File: src/rtl/scaa_pkg.sv
// ----------------------------------------------------------------------------
// Sector cache aging allocator package
// Shared types and fixed field widths for the directory and its selector.
// ----------------------------------------------------------------------------
`default_nettype none

package scaa_pkg;

    localparam int ADDR_W       = 32;
    localparam int CFG_W        = 6;
    localparam int SLOT_IDX_W   = 5;
    localparam int TDATA_IN_W   = 32;
    localparam int TDATA_OUT_W  = 40;
    localparam int TUSER_OUT_W  = 2;

    localparam logic [CFG_W-1:0] ACTIVE_RESET = 6'd32;

    typedef enum logic [1:0] {
        ST_IDLE,
        ST_SCAN,
        ST_FINISH
    } scaa_state_t;

    typedef struct packed {
        logic clear;
        logic step;
        logic occupied;
    } scaa_scan_ctl_t;

endpackage

`default_nettype wire

File: src/rtl/scaa_select.sv
// ----------------------------------------------------------------------------
// Sector cache aging allocator slot selector
// Accumulates hit, first empty slot and oldest victim over one directory scan.
// ----------------------------------------------------------------------------
`default_nettype none

module scaa_select #(
    parameter int SLOT_COUNT = 32,
    parameter int AGE_BITS   = 15,
    parameter int IW         = 5
) (
    input  wire logic                        aclk,
    input  wire logic                        aresetn,
    input  wire scaa_pkg::scaa_scan_ctl_t    ctl,
    input  wire logic [IW-1:0]               idx,
    input  wire logic [scaa_pkg::ADDR_W-1:0] req_addr,
    input  wire logic [scaa_pkg::ADDR_W-1:0] entry_addr,
    input  wire logic [AGE_BITS-1:0]         entry_tag,
    output logic [IW-1:0]                    chosen_idx,
    output logic                             hit,
    output logic                             disp_valid,
    output logic [scaa_pkg::ADDR_W-1:0]      disp_addr
);
    import scaa_pkg::*;

    logic                hit_reg,          hit_next;
    logic [IW-1:0]       hit_idx_reg,      hit_idx_next;
    logic                empty_found_reg,  empty_found_next;
    logic [IW-1:0]       empty_idx_reg,    empty_idx_next;
    logic                victim_found_reg, victim_found_next;
    logic [IW-1:0]       victim_idx_reg,   victim_idx_next;
    logic [AGE_BITS-1:0] victim_tag_reg,   victim_tag_next;
    logic [ADDR_W-1:0]   victim_addr_reg,  victim_addr_next;

    always_comb begin
        hit_next          = hit_reg;
        hit_idx_next      = hit_idx_reg;
        empty_found_next  = empty_found_reg;
        empty_idx_next    = empty_idx_reg;
        victim_found_next = victim_found_reg;
        victim_idx_next   = victim_idx_reg;
        victim_tag_next   = victim_tag_reg;
        victim_addr_next  = victim_addr_reg;
        if (ctl.clear) begin
            hit_next          = 1'b0;
            empty_found_next  = 1'b0;
            victim_found_next = 1'b0;
        end else if (ctl.step) begin
            if (!ctl.occupied) begin
                if (!empty_found_reg) begin
                    empty_found_next = 1'b1;
                    empty_idx_next   = idx;
                end
            end else begin
                if (entry_addr == req_addr) begin
                    hit_next     = 1'b1;
                    hit_idx_next = idx;
                end
                if (!victim_found_reg || (entry_tag < victim_tag_reg)) begin
                    victim_found_next = 1'b1;
                    victim_idx_next   = idx;
                    victim_tag_next   = entry_tag;
                    victim_addr_next  = entry_addr;
                end
            end
        end
    end

    always_ff @(posedge aclk) begin
        if (!aresetn) begin
            hit_reg          <= 1'b0;
            empty_found_reg  <= 1'b0;
            victim_found_reg <= 1'b0;
        end else begin
            hit_reg          <= hit_next;
            empty_found_reg  <= empty_found_next;
            victim_found_reg <= victim_found_next;
        end
        hit_idx_reg     <= hit_idx_next;
        empty_idx_reg   <= empty_idx_next;
        victim_idx_reg  <= victim_idx_next;
        victim_tag_reg  <= victim_tag_next;
        victim_addr_reg <= victim_addr_next;
    end

    always_comb begin
        hit        = hit_reg;
        disp_valid = !hit_reg && !empty_found_reg;
        disp_addr  = disp_valid ? victim_addr_reg : '0;
        if (hit_reg) begin
            chosen_idx = hit_idx_reg;
        end else if (empty_found_reg) begin
            chosen_idx = empty_idx_reg;
        end else begin
            chosen_idx = victim_idx_reg;
        end
    end

`ifndef SYNTHESIS
    a_victim_tag_monotonic: assert property (@(posedge aclk) disable iff (!aresetn)
        victim_found_reg && !ctl.clear |=> victim_found_reg
            && (victim_tag_reg <= $past(victim_tag_reg)))
        else $error("Victim age tag rose within a scan.");

    a_hit_on_match: assert property (@(posedge aclk) disable iff (!aresetn)
        !ctl.clear && ctl.step && ctl.occupied && (entry_addr == req_addr)
            |=> hit_reg && (hit_idx_reg == $past(idx)))
        else $error("Matching slot was not recorded as the hit.");

    a_empty_first: assert property (@(posedge aclk) disable iff (!aresetn)
        empty_found_reg && !ctl.clear |=> $stable(empty_idx_reg))
        else $error("First empty slot changed within a scan.");
`endif

endmodule

`default_nettype wire

File: src/rtl/sector_cache_aging_allocator.sv
// ----------------------------------------------------------------------------
// Sector cache aging allocator
// Fully associative sector directory with aging replacement of slots.
// ----------------------------------------------------------------------------
//  Channel  Direction  Ports                          Contents
//  s_       in         s_tvalid s_tready s_tdata      sector address
//  m_       out        m_tvalid m_tready m_tdata      slot index, displaced address
//                      m_tuser                        hit, displaced valid
//  cfg_     in         cfg_we cfg_wdata               active entry count
//
// A request scans the directory memory one slot per cycle through its read port,
// covering n slots, n being the effective active entry count.
// Reset clears the occupancy flags at once; there is no clearing pass.
// A result waits in the output register while the next request is scanned;
// the scan holds in its last step only if that register is still full.
`default_nettype none

module sector_cache_aging_allocator #(
    parameter int SLOT_COUNT = 32,
    parameter int AGE_BITS   = 15
) (
    input  wire logic                                aclk,
    input  wire logic                                aresetn,
    input  wire logic                                cfg_we,
    input  wire logic [scaa_pkg::CFG_W-1:0]          cfg_wdata,   // active_entries
    input  wire logic                                s_tvalid,
    output logic                                     s_tready,
    input  wire logic [scaa_pkg::TDATA_IN_W-1:0]     s_tdata,     // [31:0] sector_address
    output logic                                     m_tvalid,
    input  wire logic                                m_tready,
    // [4:0] slot_index, [36:5] displaced_address, [39:37] zero
    output logic [scaa_pkg::TDATA_OUT_W-1:0]         m_tdata,
    // [0] hit, [1] displaced_valid
    output logic [scaa_pkg::TUSER_OUT_W-1:0]         m_tuser
);
    import scaa_pkg::*;

    localparam int IW = (SLOT_COUNT > 1) ? $clog2(SLOT_COUNT) : 1;
    localparam int CW = (IW + 1 > CFG_W) ? IW + 1 : CFG_W;
    localparam int MW = ADDR_W + AGE_BITS;
    localparam logic [AGE_BITS-1:0] AGE_MAX = {AGE_BITS{1'b1}};
    localparam int PAD_W = TDATA_OUT_W - SLOT_IDX_W - ADDR_W;

    scaa_state_t       state_reg, state_next;
    logic [CFG_W-1:0]  active_reg;
    logic [IW-1:0]     scan_idx_reg, scan_idx_next;
    logic [IW-1:0]     last_idx_reg, last_idx_next;
    logic [ADDR_W-1:0] req_addr_reg;
    logic [SLOT_COUNT-1:0] occ_reg;

    logic [MW-1:0]     dir_mem [SLOT_COUNT];
    logic [MW-1:0]     rd_data_reg;
    logic [IW-1:0]     rd_idx;
    logic              mem_we;
    logic [IW-1:0]     wr_idx;
    logic [MW-1:0]     wr_data;

    logic [CW-1:0]     count_eff;
    logic              accept;
    logic              out_load;
    logic              out_free;

    logic [ADDR_W-1:0]   entry_addr;
    logic [AGE_BITS-1:0] entry_tag;
    logic [AGE_BITS-1:0] entry_tag_aged;
    logic                entry_occ;

    scaa_scan_ctl_t    scan_ctl;
    logic [IW-1:0]     chosen_idx;
    logic              sel_hit;
    logic              sel_disp_valid;
    logic [ADDR_W-1:0] sel_disp_addr;

    logic                   m_tvalid_reg, m_tvalid_next;
    logic [TDATA_OUT_W-1:0] m_tdata_reg;
    logic [TUSER_OUT_W-1:0] m_tuser_reg;

    assign entry_addr     = rd_data_reg[ADDR_W-1:0];
    assign entry_tag      = rd_data_reg[MW-1:ADDR_W];
    assign entry_tag_aged = (entry_tag == '0) ? '0 : entry_tag - AGE_BITS'(1);
    assign entry_occ      = occ_reg[scan_idx_reg];
    assign out_free       = !m_tvalid_reg || m_tready;

    always_comb begin
        count_eff = CW'(active_reg);
        if (count_eff == '0) begin
            count_eff = CW'(1);
        end else if (count_eff > CW'(SLOT_COUNT)) begin
            count_eff = CW'(SLOT_COUNT);
        end
        last_idx_next = IW'(count_eff - CW'(1));
    end

    always_comb begin
        state_next = state_reg;
        case (state_reg)
            ST_IDLE: begin
                if (s_tvalid) begin
                    state_next = ST_SCAN;
                end
            end
            ST_SCAN: begin
                if (scan_idx_reg == last_idx_reg) begin
                    state_next = ST_FINISH;
                end
            end
            ST_FINISH: begin
                if (out_free) begin
                    state_next = ST_IDLE;
                end
            end
            default: state_next = ST_IDLE;
        endcase
    end

    always_comb begin
        s_tready          = 1'b0;
        out_load          = 1'b0;
        mem_we            = 1'b0;
        wr_idx            = scan_idx_reg;
        wr_data           = {entry_tag_aged, entry_addr};
        rd_idx            = scan_idx_reg + IW'(1);
        scan_ctl.clear    = 1'b0;
        scan_ctl.step     = 1'b0;
        scan_ctl.occupied = entry_occ;
        case (state_reg)
            ST_IDLE: begin
                s_tready       = 1'b1;
                rd_idx         = '0;
                scan_ctl.clear = 1'b1;
            end
            ST_SCAN: begin
                scan_ctl.step = 1'b1;
                mem_we        = entry_occ;
            end
            ST_FINISH: begin
                out_load = out_free;
                mem_we   = out_free;
                wr_idx   = chosen_idx;
                wr_data  = {AGE_MAX, req_addr_reg};
            end
            default: begin
                s_tready = 1'b0;
            end
        endcase
    end

    assign accept = s_tvalid && s_tready;

    always_comb begin
        scan_idx_next = scan_idx_reg;
        if (accept) begin
            scan_idx_next = '0;
        end else if (state_reg == ST_SCAN) begin
            scan_idx_next = scan_idx_reg + IW'(1);
        end
    end

    always_comb begin
        m_tvalid_next = m_tvalid_reg;
        if (out_load) begin
            m_tvalid_next = 1'b1;
        end else if (m_tready) begin
            m_tvalid_next = 1'b0;
        end
    end

    always_ff @(posedge aclk) begin
        if (mem_we) begin
            dir_mem[wr_idx] <= wr_data;
        end
        rd_data_reg <= dir_mem[rd_idx];
    end

    always_ff @(posedge aclk) begin
        if (!aresetn) begin
            state_reg    <= ST_IDLE;
            active_reg   <= ACTIVE_RESET;
            occ_reg      <= '0;
            m_tvalid_reg <= 1'b0;
        end else begin
            state_reg    <= state_next;
            m_tvalid_reg <= m_tvalid_next;
            if (cfg_we) begin
                active_reg <= cfg_wdata;
            end
            if (out_load) begin
                occ_reg[chosen_idx] <= 1'b1;
            end
        end
        scan_idx_reg <= scan_idx_next;
        if (accept) begin
            last_idx_reg <= last_idx_next;
            req_addr_reg <= s_tdata;
        end
        if (out_load) begin
            m_tdata_reg <= {{PAD_W{1'b0}}, sel_disp_addr, SLOT_IDX_W'(chosen_idx)};
            m_tuser_reg <= {sel_disp_valid, sel_hit};
        end
    end

    scaa_select #(
        .SLOT_COUNT (SLOT_COUNT),
        .AGE_BITS   (AGE_BITS),
        .IW         (IW)
    ) u_select (
        .aclk       (aclk),
        .aresetn    (aresetn),
        .ctl        (scan_ctl),
        .idx        (scan_idx_reg),
        .req_addr   (req_addr_reg),
        .entry_addr (entry_addr),
        .entry_tag  (entry_tag),
        .chosen_idx (chosen_idx),
        .hit        (sel_hit),
        .disp_valid (sel_disp_valid),
        .disp_addr  (sel_disp_addr)
    );

    assign m_tvalid = m_tvalid_reg;
    assign m_tdata  = m_tdata_reg;
    assign m_tuser  = m_tuser_reg;

`ifndef SYNTHESIS
    a_write_only_busy: assert property (@(posedge aclk) disable iff (!aresetn)
        mem_we |-> (state_reg != ST_IDLE))
        else $error("Directory written while idle.");

    a_scan_in_range: assert property (@(posedge aclk) disable iff (!aresetn)
        (state_reg == ST_SCAN) |-> (scan_idx_reg <= last_idx_reg))
        else $error("Scan index passed the last active slot.");

    a_accept_starts_scan: assert property (@(posedge aclk) disable iff (!aresetn)
        accept |=> (state_reg == ST_SCAN) && (scan_idx_reg == '0))
        else $error("Accepted transfer did not start a scan.");

    a_hit_no_displace: assert property (@(posedge aclk) disable iff (!aresetn)
        m_tvalid_reg && m_tuser_reg[0] |-> !m_tuser_reg[1])
        else $error("Hit reported together with a displaced slot.");

    a_displaced_zero: assert property (@(posedge aclk) disable iff (!aresetn)
        m_tvalid_reg && !m_tuser_reg[1]
            |-> (m_tdata_reg[SLOT_IDX_W +: ADDR_W] == '0))
        else $error("Displaced address not zero without a displaced slot.");
`endif

endmodule

`default_nettype wire

File: config.mk
export PLATFORM = sky130hd
export DESIGN_NAME = sector_cache_aging_allocator
export DESIGN_NICKNAME = d
export VERILOG_FILES = /design/src/rtl/scaa_pkg.sv /design/src/rtl/scaa_select.sv /design/src/rtl/sector_cache_aging_allocator.sv
export SDC_FILE = /design/constraint.sdc
export NUM_CORES = 2
export LEC_CHECK = 0
export BUFFER_PORTS_ARGS = -buffer_cell sky130_fd_sc_hd__buf_2
export CAP_MARGIN = 25
export CELL_PAD_IN_SITES_DETAIL_PLACEMENT = 1
export CELL_PAD_IN_SITES_GLOBAL_PLACEMENT = 1
export CORE_MARGIN = 2
export CORE_UTILIZATION = 49
export DETAILED_ROUTE_END_ITERATION = 8
export PLACE_DENSITY_LB_ADDON = 0.1
export SETUP_SLACK_MARGIN = 0.15
export SLEW_MARGIN = 20
export SYNTH_ARGS = -nofsm -noshare
export SYNTH_HDL_FRONTEND = slang
export SYNTH_SLANG_ARGS = --single-unit
File: constraint.sdc
create_clock -name aclk -period 5 [get_ports aclk]
set_input_delay 0.25 -clock aclk [delete_from_list [all_inputs] [get_ports aclk]]
set_output_delay 0.25 -clock aclk [all_outputs]
set_load 0.05 [all_outputs]
==> flow_summary.ini <==
[detailed_routing]
postRouteAntennaNets = 0
num_vias = 39700
vias_per_cell = 6.51
drc_errors = 0
wirelength_microns = 202000
wl_per_cell_microns = 33.2
drt-pass1-iter-count = 5
drt_iter0_drc = 4803

[logic_synthesis]
synth_top_area_share = 0.738
synth_cell_types = 65
yosysSeqAreaShare = 0.766
synth_ff_type = edfxtp_1
synth_edf_count = 1642
synth_common_cells = edfxtp_1, o221ai_1, nand2_1
synth_area_leaders = edfxtp_1, o221ai_1, mux4_2, dfxtp_1, mux2_2
ys_async_sr_fraction = 0
syn_area_sq_um = 66900
synth-seq-cells = 1738
yosysMostFrequentCell = edfxtp_1
syn-mean-instance-area_sq_um = 16.8
yosysTopAreaCell = edfxtp_1
ys.warnings.count = 0
synth_cells = 3989

[cells_and_area]
diodes = 0
drive_gt1_frac = 0.169
largest_reg_flops = 1504
final_core_util = 0.566
fin_area_sq_um = 76700
fillers = 12200
synthToLayoutAreaGrowth_pct = 14.7
nets = 4231

[floorplan]
ios = 87
die_x_microns = 373
rows = 135
fp.dieH_microns = 373
coreArea_sq_um = 135000
start_util = 0.494
dieArea_sq_um = 139000

[timing]
fin_skew_ps = 27.8
slew_viol_final = 0
fin_crit_ps = 4290
final_hold_viol_count = 0
fmax_mhz = 233
tns_ps = 0
worstMarginPinSlew_ps = 1080
slew-limit-headroom = 0.277
setup_viol = 0
rsz0062_at_grt = no
finalWorstSetupSlack_ps = 713
period_share = 0.857

[global_route]
gr-total-overflow = 0
grtUsageTotal = 0.290
grt_pass1_vias = 40500
grt_pass1_wl_microns = 292000
grt.busiest_layer = met2
antenna_found_initial = 7
grtUsageMet2 = 0.457
met1_usage = 0.421
grt_max_degree = 127
use_met3 = 0.0453

[placed_design]
dpl_cell_area_sq_um = 70400
dpl.hpwl_microns = 116000
gp_congestion = 0.807
io_buffer_count = 83
place_ws_ps = 691

[clock_network]
cts_root_buffer = clkbuf_16
clk_pin_slew_ps = 60
insertion_delay_ps = 820
holdBufCountCts = 46
cts_inserted_buffers = 179
post-cts-setup-buffers = 0
ctsHtreeMaxLevel = 4
cts_tree = yes
cts_resized = 0
clk_path_buf_depth = 3
cts.sinks = 1738

[power]
peakVddDrop_mv = 0.297
p_per_area_nw_per_um2 = 486
leakage_uw = 0.0241

[run]
maxCapViolCount = 0

[critical_path]
critPathMaxFanout = 30
worstPathRequired_ps = 5450
start_kind = flop
crit_path_end_kind = flop
arrival_ps = 4740
critPathSlowestCell = dfxtp_1
criticalPathCategory = reg2reg
crit_chain = mux4_1 > nand2_1 > nand4b_1 > and4_4 > a41oi_4 > buf_4 > nor2_4 > buf_12
cpPeakStageDelay_ps = 1030

[run_status]
outcome = finished, final reports clean

[hold_path]
hold_class = in2reg
-- layout make-up --
class	instances	area (sq um)	area share
Clock buffer	264	5080	0.0662
Clock inverter	65	687	0.00896
Inverter	23	93.8	0.00122
Multi-Input combinational cell	1933	14700	0.191
Sequential cell	1738	51200	0.668
Tap cell	1781	2230	0.0291
Timing Repair Buffer	291	2700	0.0352
-- stage by stage --
| step | power (uW) | std cells | hold slack [ps] |
|---|---|---|---|
| 2_1_floorplan | 21500 | 3991 | 312 |
| 3_3_place_gp | 24000 | 5713 | 427 |
| 3_5_place_dp | 24200 | 5718 | 429 |
| 4_1_cts | 37400 | 6093 | 87.6 |
| 5_1_grt | 38300 | 6095 | 141 |
| 6_report | 37300 | 6095 | 146 |
-- cells in the final DEF, fill, tap and decap left out, types with 54 or more instances in the layout --
master,instances
buf_2,84
clkbuf_16,186
mux2_2,84
o21ai_0,94
a21oi_1,89
edfxtp_1,1642
clkbuf_1,65
o221ai_1,284
nor2_1,162
o22ai_1,92
nor3_1,54
nand2_1,226
mux4_2,99
buf_4,114
a31oi_1,92
nand3_1,147
dfxtp_1,96
-- critical path: cells and delay by family (launching register included) --
kind | cells | cell delay, ps
flops | 1 | 1030
buf+inv | 2 | 750
simple gates | 4 | 1300
compound gates | 1 | 370
mux | 1 | 430
-- power by group --
group | leakage, uW | switching, uW | internal, uW
clock network | 0.00280 | 5500 | 7770
registers | 0.0155 | 377 | 17600
logic | 0.00577 | 4380 | 1610
total | 0.0241 | 10300 | 27000
-- worst paths after layout --
kind	start	endpoint	slack, ps	depth (start not counted)
worst min-delay path	s_tdata[10]	req_addr_reg[10]	150	2
worst min register to register	occ_reg[21]	occ_reg[21]	460	2
worst max-delay path	scan_idx_reg[2]	dir_mem[3][31]	710	8
worst max register to register	scan_idx_reg[2]	dir_mem[3][31]	710	8
-- cells by family (layout without fill, tap and decap cells) --
family	after synthesis	after routing	synth area share
muxes	207	207	0.0521
xor gates and xnor gates	56	56	0.00745
and+or+nand+nor	814	814	0.0580
adders and majority gates	22	22	0.00412
other	1	3	0.0000561
AOI/OAI and AO/OA	831	831	0.0903
DFF	1738	1738	0.766
buffers and inverters	320	643	0.0218
-- layer usage --
layer / share of wire / vias up
met5: 0 / -
met4: 0.025 / 0
met3: 0.081 / 284
met2: 0.47 / 1783
met1: 0.42 / 21100
li1: - / 16500
Note: power is estimated with default switching activity, not from simulation.
